--- config.mk ---
export PLATFORM = sky130hd
export DESIGN_NAME = table_driven_dfa_recognizer
export DESIGN_NICKNAME = d
export VERILOG_FILES = /design/src/design/dfr_pkg.sv /design/src/design/dfr_queue.sv /design/src/design/dfr_front.sv /design/src/design/dfr_back.sv /design/src/design/table_driven_dfa_recognizer.sv
export SDC_FILE = /design/constraint.sdc
export NUM_CORES = 1
export LEC_CHECK = 0
export ABC_AREA = 0
export BUFFER_PORTS_ARGS = -buffer_cell sky130_fd_sc_hd__buf_2
export CORE_ASPECT_RATIO = 1.4
export CORE_MARGIN = 2
export CORE_UTILIZATION = 60
export CTS_CLUSTER_DIAMETER = 200
export DETAILED_ROUTE_END_ITERATION = 10
export MAX_ROUTING_LAYER = met4
export PLACE_DENSITY = 0.8
export SYNTH_ARGS = -nofsm -noshare
export SYNTH_HDL_FRONTEND = slang
export SYNTH_SLANG_ARGS = --single-unit
--- constraint.sdc ---
create_clock -name clock -period 8.45 [get_ports clock]
set_input_delay 0.845 -clock clock [delete_from_list [all_inputs] [get_ports clock]]
set_output_delay 0.845 -clock clock [all_outputs]
set_load 0.01 [all_outputs]
--- src/design/dfr_pkg.sv ---
// types and constants shared by the dfa recognizer modules
package dfr_pkg;

   localparam int OP_W   = 2;
   localparam int CHAR_W = 8;
   localparam int IDX_W  = 4;
   localparam int ST_W   = 4;
   localparam int CNT_W  = 5;
   localparam int MASK_W = 16;
   localparam int CSR_DW = 32;
   localparam int CSR_AW = 4;

   // item opcodes
   localparam logic [OP_W-1:0] OP_LOAD_SYMBOL = 2'd0;
   localparam logic [OP_W-1:0] OP_LOAD_TRANS  = 2'd1;
   localparam logic [OP_W-1:0] OP_FEED_CHAR   = 2'd2;
   localparam logic [OP_W-1:0] OP_END_STRING  = 2'd3;

   // register indexes (byte address / 4)
   localparam logic [1:0] REG_SYMBOL_COUNT = 2'd0;
   localparam logic [1:0] REG_START_STATE  = 2'd1;
   localparam logic [1:0] REG_ACCEPT_MASK  = 2'd2;

   // classified item handed from front to back
   typedef struct packed {
      logic [OP_W-1:0]  opcode;
      logic [IDX_W-1:0] sym;
      logic             miss;
      logic [ST_W-1:0]  from_state;
      logic [ST_W-1:0]  target_state;
   } cmd_type;

   // one verdict
   typedef struct packed {
      logic            accepted;
      logic            unknown_seen;
      logic [ST_W-1:0] final_state;
   } verdict_type;

   // configuration registers
   typedef struct packed {
      logic [CNT_W-1:0]  symbol_count;
      logic [ST_W-1:0]   start_state;
      logic [MASK_W-1:0] accept_mask;
   } cfg_type;

endpackage

--- src/design/dfr_queue.sv ---
// small first-in first-out queue of fixed-width items
module dfr_queue #(
   parameter int WIDTH = 8,
   parameter int DEPTH = 2
) (
   input  logic             clock,
   input  logic             reset,
   input  logic             push,
   input  logic [WIDTH-1:0] push_data,
   output logic             full,
   input  logic             pop,
   output logic [WIDTH-1:0] pop_data,
   output logic             empty
);

   // depth is a power of two so the pointers wrap by themselves
   localparam int PW = $clog2(DEPTH);
   localparam int CW = $clog2(DEPTH + 1);

   logic [WIDTH-1:0] entry_ff [DEPTH];
   logic [PW-1:0]    wr_ptr_ff, wr_ptr_in;
   logic [PW-1:0]    rd_ptr_ff, rd_ptr_in;
   logic [CW-1:0]    count_ff, count_in;
   logic             do_push, do_pop;

   assign full     = (count_ff == CW'(DEPTH));
   assign empty    = (count_ff == '0);
   assign do_push  = push && !full;
   assign do_pop   = pop && !empty;
   assign pop_data = entry_ff[rd_ptr_ff];

   // pointer and fill count update
   always_comb begin
      wr_ptr_in = do_push ? wr_ptr_ff + 1'b1 : wr_ptr_ff;
      rd_ptr_in = do_pop ? rd_ptr_ff + 1'b1 : rd_ptr_ff;
      count_in  = count_ff;
      if (do_push && !do_pop) begin
         count_in = count_ff + 1'b1;
      end else if (do_pop && !do_push) begin
         count_in = count_ff - 1'b1;
      end
   end

   always_ff @(posedge clock) begin
      if (reset) begin
         wr_ptr_ff <= '0;
         rd_ptr_ff <= '0;
         count_ff  <= '0;
      end else begin
         wr_ptr_ff <= wr_ptr_in;
         rd_ptr_ff <= rd_ptr_in;
         count_ff  <= count_in;
      end
   end

   // item storage
   always_ff @(posedge clock) begin
      if (do_push) begin
         entry_ff[wr_ptr_ff] <= push_data;
      end
   end

endmodule

--- src/design/dfr_front.sv ---
// front end: accepts items, keeps the symbol table and classifies characters
module dfr_front #(
   parameter int SLOTS = 16
) (
   input  logic                          clock,
   input  logic                          req_push,
   input  logic [dfr_pkg::OP_W-1:0]      req_opcode,
   input  logic [dfr_pkg::CHAR_W-1:0]    req_char_value,
   input  logic [dfr_pkg::IDX_W-1:0]     req_slot_index,
   input  logic [dfr_pkg::ST_W-1:0]      req_from_state,
   input  logic [dfr_pkg::ST_W-1:0]      req_target_state,
   output logic                          req_full,
   input  dfr_pkg::cfg_type              cfg,
   output logic                          cmd_push,
   output dfr_pkg::cmd_type              cmd_data,
   input  logic                          cmd_full
);
   import dfr_pkg::*;

   localparam int SW = $clog2(SLOTS);
   localparam logic [CNT_W-1:0] SLOTS_CNT = CNT_W'(SLOTS);

   logic [CHAR_W-1:0] symbol_ff [SLOTS];
   logic [SLOTS-1:0]  hit;
   logic [IDX_W-1:0]  found;
   logic [CNT_W-1:0]  scan_limit;
   logic              accept;
   logic              sym_write;

   assign req_full  = cmd_full;
   assign accept    = req_push && !cmd_full;
   assign sym_write = accept && (req_opcode == OP_LOAD_SYMBOL)
                      && ({1'b0, req_slot_index} < SLOTS_CNT);

   // symbol table, one byte per slot
   always_ff @(posedge clock) begin
      if (sym_write) begin
         symbol_ff[req_slot_index[SW-1:0]] <= req_char_value;
      end
   end

   // slots beyond the table are never searched
   assign scan_limit = (cfg.symbol_count > SLOTS_CNT) ? SLOTS_CNT : cfg.symbol_count;

   // parallel compare against every slot in use
   always_comb begin
      for (int k = 0; k < SLOTS; k++) begin
         hit[k] = (CNT_W'(k) < scan_limit) && (symbol_ff[k] == req_char_value);
      end
   end

   // lowest matching slot wins
   always_comb begin
      found = '0;
      for (int k = SLOTS - 1; k >= 0; k--) begin
         if (hit[k]) begin
            found = IDX_W'(k);
         end
      end
   end

   // symbol loads finish here, everything else goes to the back end
   assign cmd_push = accept && (req_opcode != OP_LOAD_SYMBOL);

   always_comb begin
      cmd_data.opcode       = req_opcode;
      cmd_data.sym          = (req_opcode == OP_LOAD_TRANS) ? req_slot_index : found;
      cmd_data.miss         = ~|hit;
      cmd_data.from_state   = req_from_state;
      cmd_data.target_state = req_target_state;
   end

endmodule

--- src/design/dfr_back.sv ---
// back end: transition table, state walk and verdicts
module dfr_back #(
   parameter int ROWS = 16,
   parameter int COLS = 16
) (
   input  logic                 clock,
   input  logic                 reset,
   input  logic                 cmd_empty,
   input  dfr_pkg::cmd_type     cmd_data,
   output logic                 cmd_pop,
   input  dfr_pkg::cfg_type     cfg,
   input  logic                 rsp_full,
   output logic                 rsp_push,
   output dfr_pkg::verdict_type rsp_data
);
   import dfr_pkg::*;

   localparam int DEPTH = ROWS * COLS;
   localparam int AW    = $clog2(DEPTH);
   localparam logic [CNT_W-1:0] ROWS_CNT = CNT_W'(ROWS);
   localparam logic [CNT_W-1:0] COLS_CNT = CNT_W'(COLS);

   logic [ST_W-1:0] trans_mem [DEPTH];
   logic [ST_W-1:0] rd_data_ff;
   logic            sel_rd_ff, sel_rd_in;
   logic [ST_W-1:0] cur_ff, cur_in;
   logic            in_string_ff, in_string_in;
   logic            reject_ff, reject_in;

   logic [ST_W-1:0] cur_state;
   logic [ST_W-1:0] base_state;
   logic            exec;
   logic            row_ok;
   logic            rd_en, wr_en;
   logic [AW-1:0]   rd_addr, wr_addr;

   // the state after a table step lives in the memory's read register
   assign cur_state  = sel_rd_ff ? rd_data_ff : cur_ff;
   assign base_state = in_string_ff ? cur_state : cfg.start_state;

   // one item a cycle; an end item waits for room in the result queue
   assign exec    = !cmd_empty && ((cmd_data.opcode != OP_END_STRING) || !rsp_full);
   assign cmd_pop = exec;

   // table addressing
   assign row_ok  = ({1'b0, base_state} < ROWS_CNT);
   assign rd_addr = AW'(int'(base_state) * COLS + int'(cmd_data.sym));
   assign wr_addr = AW'(int'(cmd_data.from_state) * COLS + int'(cmd_data.sym));
   assign rd_en   = exec && (cmd_data.opcode == OP_FEED_CHAR) && !reject_ff
                    && !cmd_data.miss && row_ok;
   assign wr_en   = exec && (cmd_data.opcode == OP_LOAD_TRANS)
                    && ({1'b0, cmd_data.from_state} < ROWS_CNT)
                    && ({1'b0, cmd_data.sym} < COLS_CNT);

   // transition table with registered read
   always_ff @(posedge clock) begin
      if (wr_en) begin
         trans_mem[wr_addr] <= cmd_data.target_state;
      end
      if (rd_en) begin
         rd_data_ff <= trans_mem[rd_addr];
      end
   end

   // state walk
   always_comb begin
      cur_in       = cur_ff;
      sel_rd_in    = sel_rd_ff;
      in_string_in = in_string_ff;
      reject_in    = reject_ff;
      if (exec) begin
         case (cmd_data.opcode)
            OP_FEED_CHAR: begin
               in_string_in = 1'b1;
               cur_in       = base_state;
               sel_rd_in    = 1'b0;
               if (!reject_ff) begin
                  if (cmd_data.miss) begin
                     reject_in = 1'b1;
                  end else if (row_ok) begin
                     sel_rd_in = 1'b1;
                  end else begin
                     cur_in = '0;
                  end
               end
            end
            OP_END_STRING: begin
               cur_in       = cfg.start_state;
               sel_rd_in    = 1'b0;
               in_string_in = 1'b0;
               reject_in    = 1'b0;
            end
            default: begin
               // table loads leave the walk alone
            end
         endcase
      end
   end

   always_ff @(posedge clock) begin
      if (reset) begin
         cur_ff       <= '0;
         sel_rd_ff    <= 1'b0;
         in_string_ff <= 1'b0;
         reject_ff    <= 1'b0;
      end else begin
         cur_ff       <= cur_in;
         sel_rd_ff    <= sel_rd_in;
         in_string_ff <= in_string_in;
         reject_ff    <= reject_in;
      end
   end

   // verdict for an end item
   assign rsp_push = exec && (cmd_data.opcode == OP_END_STRING);

   always_comb begin
      rsp_data.final_state  = base_state;
      rsp_data.unknown_seen = reject_ff;
      rsp_data.accepted     = !reject_ff && cfg.accept_mask[base_state];
   end

endmodule

--- src/design/table_driven_dfa_recognizer.sv ---
// top level of the programmable table-driven dfa recognizer
//
// Items enter on the req_ channel (push/full) and verdicts leave on the rsp_
// channel (empty/pop), both queue-like. Symbol loads and transition loads
// fill the tables, character items walk the automaton, and each end item
// yields one verdict: accepted, unknown_seen and final_state.
// Registers sit behind the csr_ port at byte addresses 0 (symbol_count),
// 4 (start_state) and 8 (accept_mask); write them only while idle.
// Throughput is one item per cycle while no end item waits for room in the
// verdict queue: the front compares the byte against all symbol slots in
// parallel, and the back does one transition table read a cycle, the read
// register feeding the next address directly. An accepted item is classified
// into a two-entry queue, then executed by the back end into the two-entry
// verdict queue. If rsp_pop stays low, end items wait in the back end, the
// item queue fills and req_full rises; other items keep flowing while the
// verdict queue has room. Reset empties both queues, clears the registers
// and the walk state; the tables hold no valid data until loaded.
module table_driven_dfa_recognizer #(
   parameter int STATE_LIMIT  = 16,
   parameter int SYMBOL_LIMIT = 16
) (
   input  logic                          clock,
   input  logic                          reset,
   input  logic                          req_push,
   output logic                          req_full,
   input  logic [dfr_pkg::OP_W-1:0]      req_opcode,
   input  logic [dfr_pkg::CHAR_W-1:0]    req_char_value,
   input  logic [dfr_pkg::IDX_W-1:0]     req_slot_index,
   input  logic [dfr_pkg::ST_W-1:0]      req_from_state,
   input  logic [dfr_pkg::ST_W-1:0]      req_target_state,
   output logic                          rsp_empty,
   input  logic                          rsp_pop,
   output logic                          rsp_accepted,
   output logic                          rsp_unknown_seen,
   output logic [dfr_pkg::ST_W-1:0]      rsp_final_state,
   input  logic                          csr_psel,
   input  logic                          csr_penable,
   input  logic                          csr_pwrite,
   input  logic [dfr_pkg::CSR_AW-1:0]    csr_paddr,
   input  logic [dfr_pkg::CSR_DW-1:0]    csr_pwdata,
   output logic [dfr_pkg::CSR_DW-1:0]    csr_prdata,
   output logic                          csr_pready
);
   import dfr_pkg::*;

   // only 16 states and 16 slots are reachable through the 4-bit fields
   localparam int ROWS = (STATE_LIMIT < 16) ? STATE_LIMIT : 16;
   localparam int COLS = (SYMBOL_LIMIT < 16) ? SYMBOL_LIMIT : 16;

   logic [CNT_W-1:0]  symbol_count_ff;
   logic [ST_W-1:0]   start_state_ff;
   logic [MASK_W-1:0] accept_mask_ff;
   cfg_type           cfg;
   logic              csr_write;

   logic        cmd_push, cmd_full, cmd_pop, cmd_empty;
   cmd_type     cmd_in, cmd_out;
   logic        vrd_push, vrd_full;
   verdict_type vrd_in, vrd_out;

   // configuration registers
   assign csr_pready = 1'b1;
   assign csr_write  = csr_psel && csr_penable && csr_pwrite && csr_pready;

   always_ff @(posedge clock) begin
      if (reset) begin
         symbol_count_ff <= '0;
         start_state_ff  <= '0;
         accept_mask_ff  <= '0;
      end else if (csr_write) begin
         case (csr_paddr[3:2])
            REG_SYMBOL_COUNT: symbol_count_ff <= csr_pwdata[CNT_W-1:0];
            REG_START_STATE:  start_state_ff  <= csr_pwdata[ST_W-1:0];
            REG_ACCEPT_MASK:  accept_mask_ff  <= csr_pwdata[MASK_W-1:0];
            default: begin
               // no register at this address
            end
         endcase
      end
   end

   // register read-back
   always_comb begin
      case (csr_paddr[3:2])
         REG_SYMBOL_COUNT: csr_prdata = CSR_DW'(symbol_count_ff);
         REG_START_STATE:  csr_prdata = CSR_DW'(start_state_ff);
         REG_ACCEPT_MASK:  csr_prdata = CSR_DW'(accept_mask_ff);
         default:          csr_prdata = '0;
      endcase
   end

   assign cfg.symbol_count = symbol_count_ff;
   assign cfg.start_state  = start_state_ff;
   assign cfg.accept_mask  = accept_mask_ff;

   // item intake and classification
   dfr_front #(
      .SLOTS (COLS)
   ) u_front (
      .clock            (clock),
      .req_push         (req_push),
      .req_opcode       (req_opcode),
      .req_char_value   (req_char_value),
      .req_slot_index   (req_slot_index),
      .req_from_state   (req_from_state),
      .req_target_state (req_target_state),
      .req_full         (req_full),
      .cfg              (cfg),
      .cmd_push         (cmd_push),
      .cmd_data         (cmd_in),
      .cmd_full         (cmd_full)
   );

   // queue between front and back
   dfr_queue #(
      .WIDTH ($bits(cmd_type)),
      .DEPTH (2)
   ) u_cmd_queue (
      .clock     (clock),
      .reset     (reset),
      .push      (cmd_push),
      .push_data (cmd_in),
      .full      (cmd_full),
      .pop       (cmd_pop),
      .pop_data  (cmd_out),
      .empty     (cmd_empty)
   );

   // automaton walk
   dfr_back #(
      .ROWS (ROWS),
      .COLS (COLS)
   ) u_back (
      .clock     (clock),
      .reset     (reset),
      .cmd_empty (cmd_empty),
      .cmd_data  (cmd_out),
      .cmd_pop   (cmd_pop),
      .cfg       (cfg),
      .rsp_full  (vrd_full),
      .rsp_push  (vrd_push),
      .rsp_data  (vrd_in)
   );

   // verdict queue towards the receiver
   dfr_queue #(
      .WIDTH ($bits(verdict_type)),
      .DEPTH (2)
   ) u_rsp_queue (
      .clock     (clock),
      .reset     (reset),
      .push      (vrd_push),
      .push_data (vrd_in),
      .full      (vrd_full),
      .pop       (rsp_pop),
      .pop_data  (vrd_out),
      .empty     (rsp_empty)
   );

   assign rsp_accepted     = vrd_out.accepted;
   assign rsp_unknown_seen = vrd_out.unknown_seen;
   assign rsp_final_state  = vrd_out.final_state;

endmodule

**After elaboration in Yosys (flattened, before gate mapping)**

Memory sizes are Yosys's and may differ from the RTL's. A register that Yosys moved wholly into a read port is not among the register bits.
Cells that the tools add are included.

- Bits of input ports: 65
- Memory bits (read-only): 0
- Bits in registers: 40
- Output and inout bits: 41
- Logic and storage cells: 178
- Memory bits (writable): 1,194
- Memories kept: 4
- Bits in latches: 0

- Multipliers: 0
- Divide/modulo/power cells: 0
- Reduce and logical (&&, ||, !) cells: 61
- Order comparisons: 18
- Add/subtract/negate cells: 10
- Equal/unequal tests: 25
- Mux-type cells: 47
- Shifts and indexed selects: 0
- Bitwise operators: 0

Memory list:

| memory | depth | width | rd ports | clocked after Yosys merged registers in | wr ports | line | RTL |
|---|---|---|---|---|---|---|---|
| u_back.trans_mem | 256 | 4 | 1 | 1 | 1 | dfr_back.sv:23 | `logic [ST_W-1:0] trans_mem [DEPTH];` |
| u_front.symbol_ff | 16 | 8 | 16 | 0 | 1 | dfr_front.sv:23 | `logic [CHAR_W-1:0] symbol_ff [SLOTS];` |
| u_cmd_queue.entry_ff | 2 | 15 | 1 | 1 | 1 | dfr_queue.sv:20 | `logic [WIDTH-1:0] entry_ff [DEPTH];` |
| u_rsp_queue.entry_ff | 2 | 6 | 1 | 1 | 1 | dfr_queue.sv:20 |  |

Operators by type and width:

| operator | number |
|---|---|
| $eq 8x8->1 | 16 |
| $mux 4 | 19 |
| $pmux 16 s3 | 1 |
| $lt 4x5->1 const A | 8 |
| $logic_and 1x1->1 | 36 |
| $lt 3x5->1 const A | 4 |
| $mux 1 | 17 |
| $add 8x4->8 | 2 |
| $reduce_or 16->1 | 1 |
| $logic_not 1->1 | 11 |
| $eq 2x2->1 const B | 5 |
| $lt 1x5->1 const A | 2 |
| $lt 2x5->1 const A | 2 |
| $logic_not 2->1 | 4 |
| $mux 2 | 4 |
| $pmux 4 s2 | 1 |
| $reduce_and 2->1 | 4 |
| $reduce_bool 2->1 | 4 |
| $eq 2x1->1 const B | 3 |
| $pmux 1 s2 | 3 |
| $gt 5x5->1 const B | 1 |
| $lt 4x5->1 const B | 1 |
| $mux 5 | 1 |
| $add 1x1->1 const B | 4 |
| 5 further kinds | 7 |

**Logic depth before layout (Yosys ltp)**

- Word-level depth: 21
- Gate-level depth with buffers: 14

**Hierarchy**

From an unflattened synthesis, not the netlist that was laid out.

- Cells, all modules: 2,674
- Area total of the unflattened synthesis: 50,428.4 um^2

By module, submodules not included:

| module | area each (um^2) | instances | cells an instance | sequential area each (um^2) |
|---|---|---|---|---|
| dfr_back | 40,930.5 | 1 | 1,983 | 31,009.7 |
| dfr_front | 6,145.9 | 1 | 424 | 3,843.7 |
| table_driven_dfa_recognizer | 1,405.1 | 1 | 151 | 500.5 |
| dfr_queue at u_cmd_queue | 1,297.5 | 1 | 72 | 1,001.0 |
| dfr_queue at u_rsp_queue | 649.4 | 1 | 44 | 460.4 |

**Worst setup path before layout**

Ideal clock, no wire load.

- Path type: register to register
- Start point: register (tool-made name)
- End point: memory u_back.trans_mem[0][0] (data pin)
- Arrival: 2,934 ps
- Cell stages (with the launch flop): 6
- Period minus slack after synthesis: 3,489 ps
- Setup slack: 4,961 ps
- Cell sequence: dfxtp_1 > buf_6 > buf_2 > buf_2 > buf_2 > mux2_2

RTL lines:

| what | line |
|---|---|
| end, declared | dfr_back.sv:23 |

==> impl_metrics.json <==
{
  "status": "complete, no violations",
  "hold_viol": 0,
  "required_ps": 8800,
  "max-vdd-ir-drop_mv": 0.240,
  "setup_tns_ps": 0,
  "post_route_cells_drive_above_1_share_pct": 14.3,
  "synthArstFlopShare_pct": 0,
  "synth_cells": 3201,
  "path_max_fanout": 72,
  "synth.avg_cell_area_um2": 15.7,
  "finalClockSkew_ps": 30.5,
  "drtIter0Drc": 3947,
  "grt_use_total_pct": 31.0,
  "postCtsHoldBufs": 0,
  "synth_top_cell_by_area": "edfxtp_1",
  "cp_top_family": "compound AO/OA/AOI/OAI gates",
  "grt_pass1_vias": 30200,
  "power_leakage_nw": 17.5,
  "worstPathArrival_ps": 5530,
  "ant_nets": 0,
  "via_count": 29900,
  "period_needed_ps": 5180,
  "cpMaxStageDelayCell": "mux2_8",
  "worstSetupPathType": "reg2reg",
  "synth.most_common_cell": "edfxtp_1",
  "min_path_type": "in2reg",
  "post_cts_resized": 0,
  "grt_max_degree": 168,
  "worst_pin_slew_ps": 1210,
  "die_h_um": 347,
  "io_pins": 106,
  "synth_cell_types": 71,
  "cts.sinks": 1240,
  "drt_wl_total_mm": 130,
  "grt_overflow_total": 0,
  "synth_area_mm2": 0.0503,
  "synth-seq-cells": 1240,
  "clk_path_buf_depth": 3,
  "ys_seq_area_share_pct": 73.1,
  "die_area_mm2": 0.0863,
  "routed_via_density": 6.79,
  "rsz0062_at_grt": "false",
  "core_area_mm2": 0.0830,
  "path_buf_inv": 2,
  "grt_pass1_wl_mm": 191,
  "relSlewSlack_pct": 18.7,
  "cp_cell_sequence": "buf_4, mux2_8, buf_4, mux2i_1, a32oi_1, a311oi_1, a31oi_1, o22ai_1, o32ai_1",
  "synthFlopType": "edfxtp_1",
  "cts.clk_slew.worst_paths_ps": 70,
  "post_cts_buffers": 0,
  "htree_levels": 3,
  "grt_antenna_before_repair": 1,
  "clk_latency_ps": 690,
  "final-setup-viol-count": 0,
  "post-route-period-util_pct": 61.3,
  "fmax_ghz": 0.193,
  "cp_common_cell": "buf_4",
  "numCtsBuffers": 108,
  "syn_to_final_growth_pct": 9.62,
  "initial_core_util_pct": 60.6,
  "drv_cap": 0,
  "fin_nets": 3300,
  "drv_slew": 0,
  "synth.area.top_cells": "edfxtp_1 (71%), mux4_2 (6.9%), nand2_1 (3.3%)",
  "cp-end-kind": "register",
  "final_core_util_pct": 66.4,
  "die_x_um": 249,
  "root_buffer": "clkbuf_16",
  "cp_slowest_stage_delay_ps": 740,
  "port-buffer-count": 70,
  "hpwl_mm": 76.0,
  "startpoint_type": "register",
  "gp_congestion": 0.931,
  "ys_warn_count": 0,
  "synthTopCellsByCount": "edfxtp_1 (1198), nand2_1 (438), nor2_1 (327), mux4_2 (154), a21oi_1 (101)",
  "cts_tree": "built",
  "avgRoutedWirePerCell_um": 29.5,
  "p_per_area_mw_per_mm2": 286,
  "yosysTopAreaCellShare_pct": 71.5,
  "synth_edf_count": 1198,
  "drt-pass1-iter-count": 6,
  "std_cell_rows": 125,
  "route.detailed.drc": 0
}
## layout by cell type, fill, tap and decap left out, types with 46 or more instances in the layout
| cell type | n |
|---|---|
| mux2i_1 | 95 |
| buf_4 | 46 |
| xnor2_1 | 75 |
| nand3_1 | 90 |
| mux4_2 | 154 |
| buf_2 | 70 |
| nand2_1 | 428 |
| nor2_1 | 322 |
| clkbuf_16 | 110 |
| xor2_1 | 61 |
| a21oi_1 | 101 |
| edfxtp_1 | 1198 |
## where the power goes
part | switching, W | internal, W | leakage, nW
Sequential | 0.0000494 | 0.00722 | 11.1
Clock | 0.00219 | 0.00287 | 1.75
Combinational | 0.00248 | 0.000965 | 4.66
Total | 0.00471 | 0.0111 | 17.5
## cell type report
cell class	count	area (um2)
flip-flops and latches	1240	36800
fillers	5162	27900
multi-input cells	1751	12600
clock buffers	127	2820
well taps	1079	1350
clock inverters	75	788
repair buffers	118	736
inverters	14	52.6
diodes	5	12.5
## cells by family after synthesis
family / Yosys count / share of synthesized area [%]
compound gates: 329 / 4.52
xor+xnor: 136 / 2.37
fa+ha+maj: 2 / 0.0497
buf+inv: 225 / 2.35
flops: 1240 / 73.1
mux: 268 / 9.21
other cells: 2 / 0.0149
simple gates: 999 / 8.36
## final timing paths
check	start	endpoint	cells after the start	slack, ps
worst max register to register	register	u_back.rd_data_ff[0]$_DFFE_PP_	9	3270
worst min register to register	accept_mask_ff[15]$_SDFFE_PP0P_	accept_mask_ff[15]$_SDFFE_PP0P_	2	470
worst min-delay path	req_target_state[2]	u_cmd_queue.entry_ff[0][2]$_DFFE_PP_	1	350
worst max-delay path	register	u_back.rd_data_ff[0]$_DFFE_PP_	9	3270
## registers in the layout, indices dropped and copies added (netlist names), named ones only
register	flops
u_back.reject_ff	1
accept_mask_ff	16
u_rsp_queue.count_ff	2
u_back.rd_data_ff	4
u_back.in_string_ff	1
u_cmd_queue.entry_ff	30
u_cmd_queue.wr_ptr_ff	1
u_back.cur_ff	4
u_rsp_queue.rd_ptr_ff	1
symbol_count_ff	5
u_rsp_queue.entry_ff	12
u_back.trans_mem	1024
u_cmd_queue.rd_ptr_ff	1
u_cmd_queue.count_ff	2
start_state_ff	4
u_back.sel_rd_ff	1
u_front.symbol_ff	128
u_rsp_queue.wr_ptr_ff	1
## per-layer routing
metal / up-vias / track usage, % / wire, um / share of wire (%)
met2: 2322 / 50.0 / 64200 / 49
met5: - / - / 0 / 0
li1: 12200 / - / - / -
met4: 0 / 20.7 / 9590 / 7.4
met1: 14800 / 35.8 / 41800 / 32
met3: 552 / 5.60 / 14500 / 11
## through the flow
step / hold slack, ps / total power, W / cell area, um2 / worst slack [ps] / cells
floorplan: 442 / 0.00947 / 50400 / 4960 / 3216
CTS: 326 / 0.0157 / 55200 / 3540 / 4404
global placement: 453 / 0.0106 / 51600 / 3600 / 4202
detailed placement: 460 / 0.0107 / 51600 / 3560 / 4202
global route: 346 / 0.0161 / 55200 / 3210 / 4405
finish: 354 / 0.0158 / 55200 / 3270 / 4409
Power figures use the tool's default switching activity.
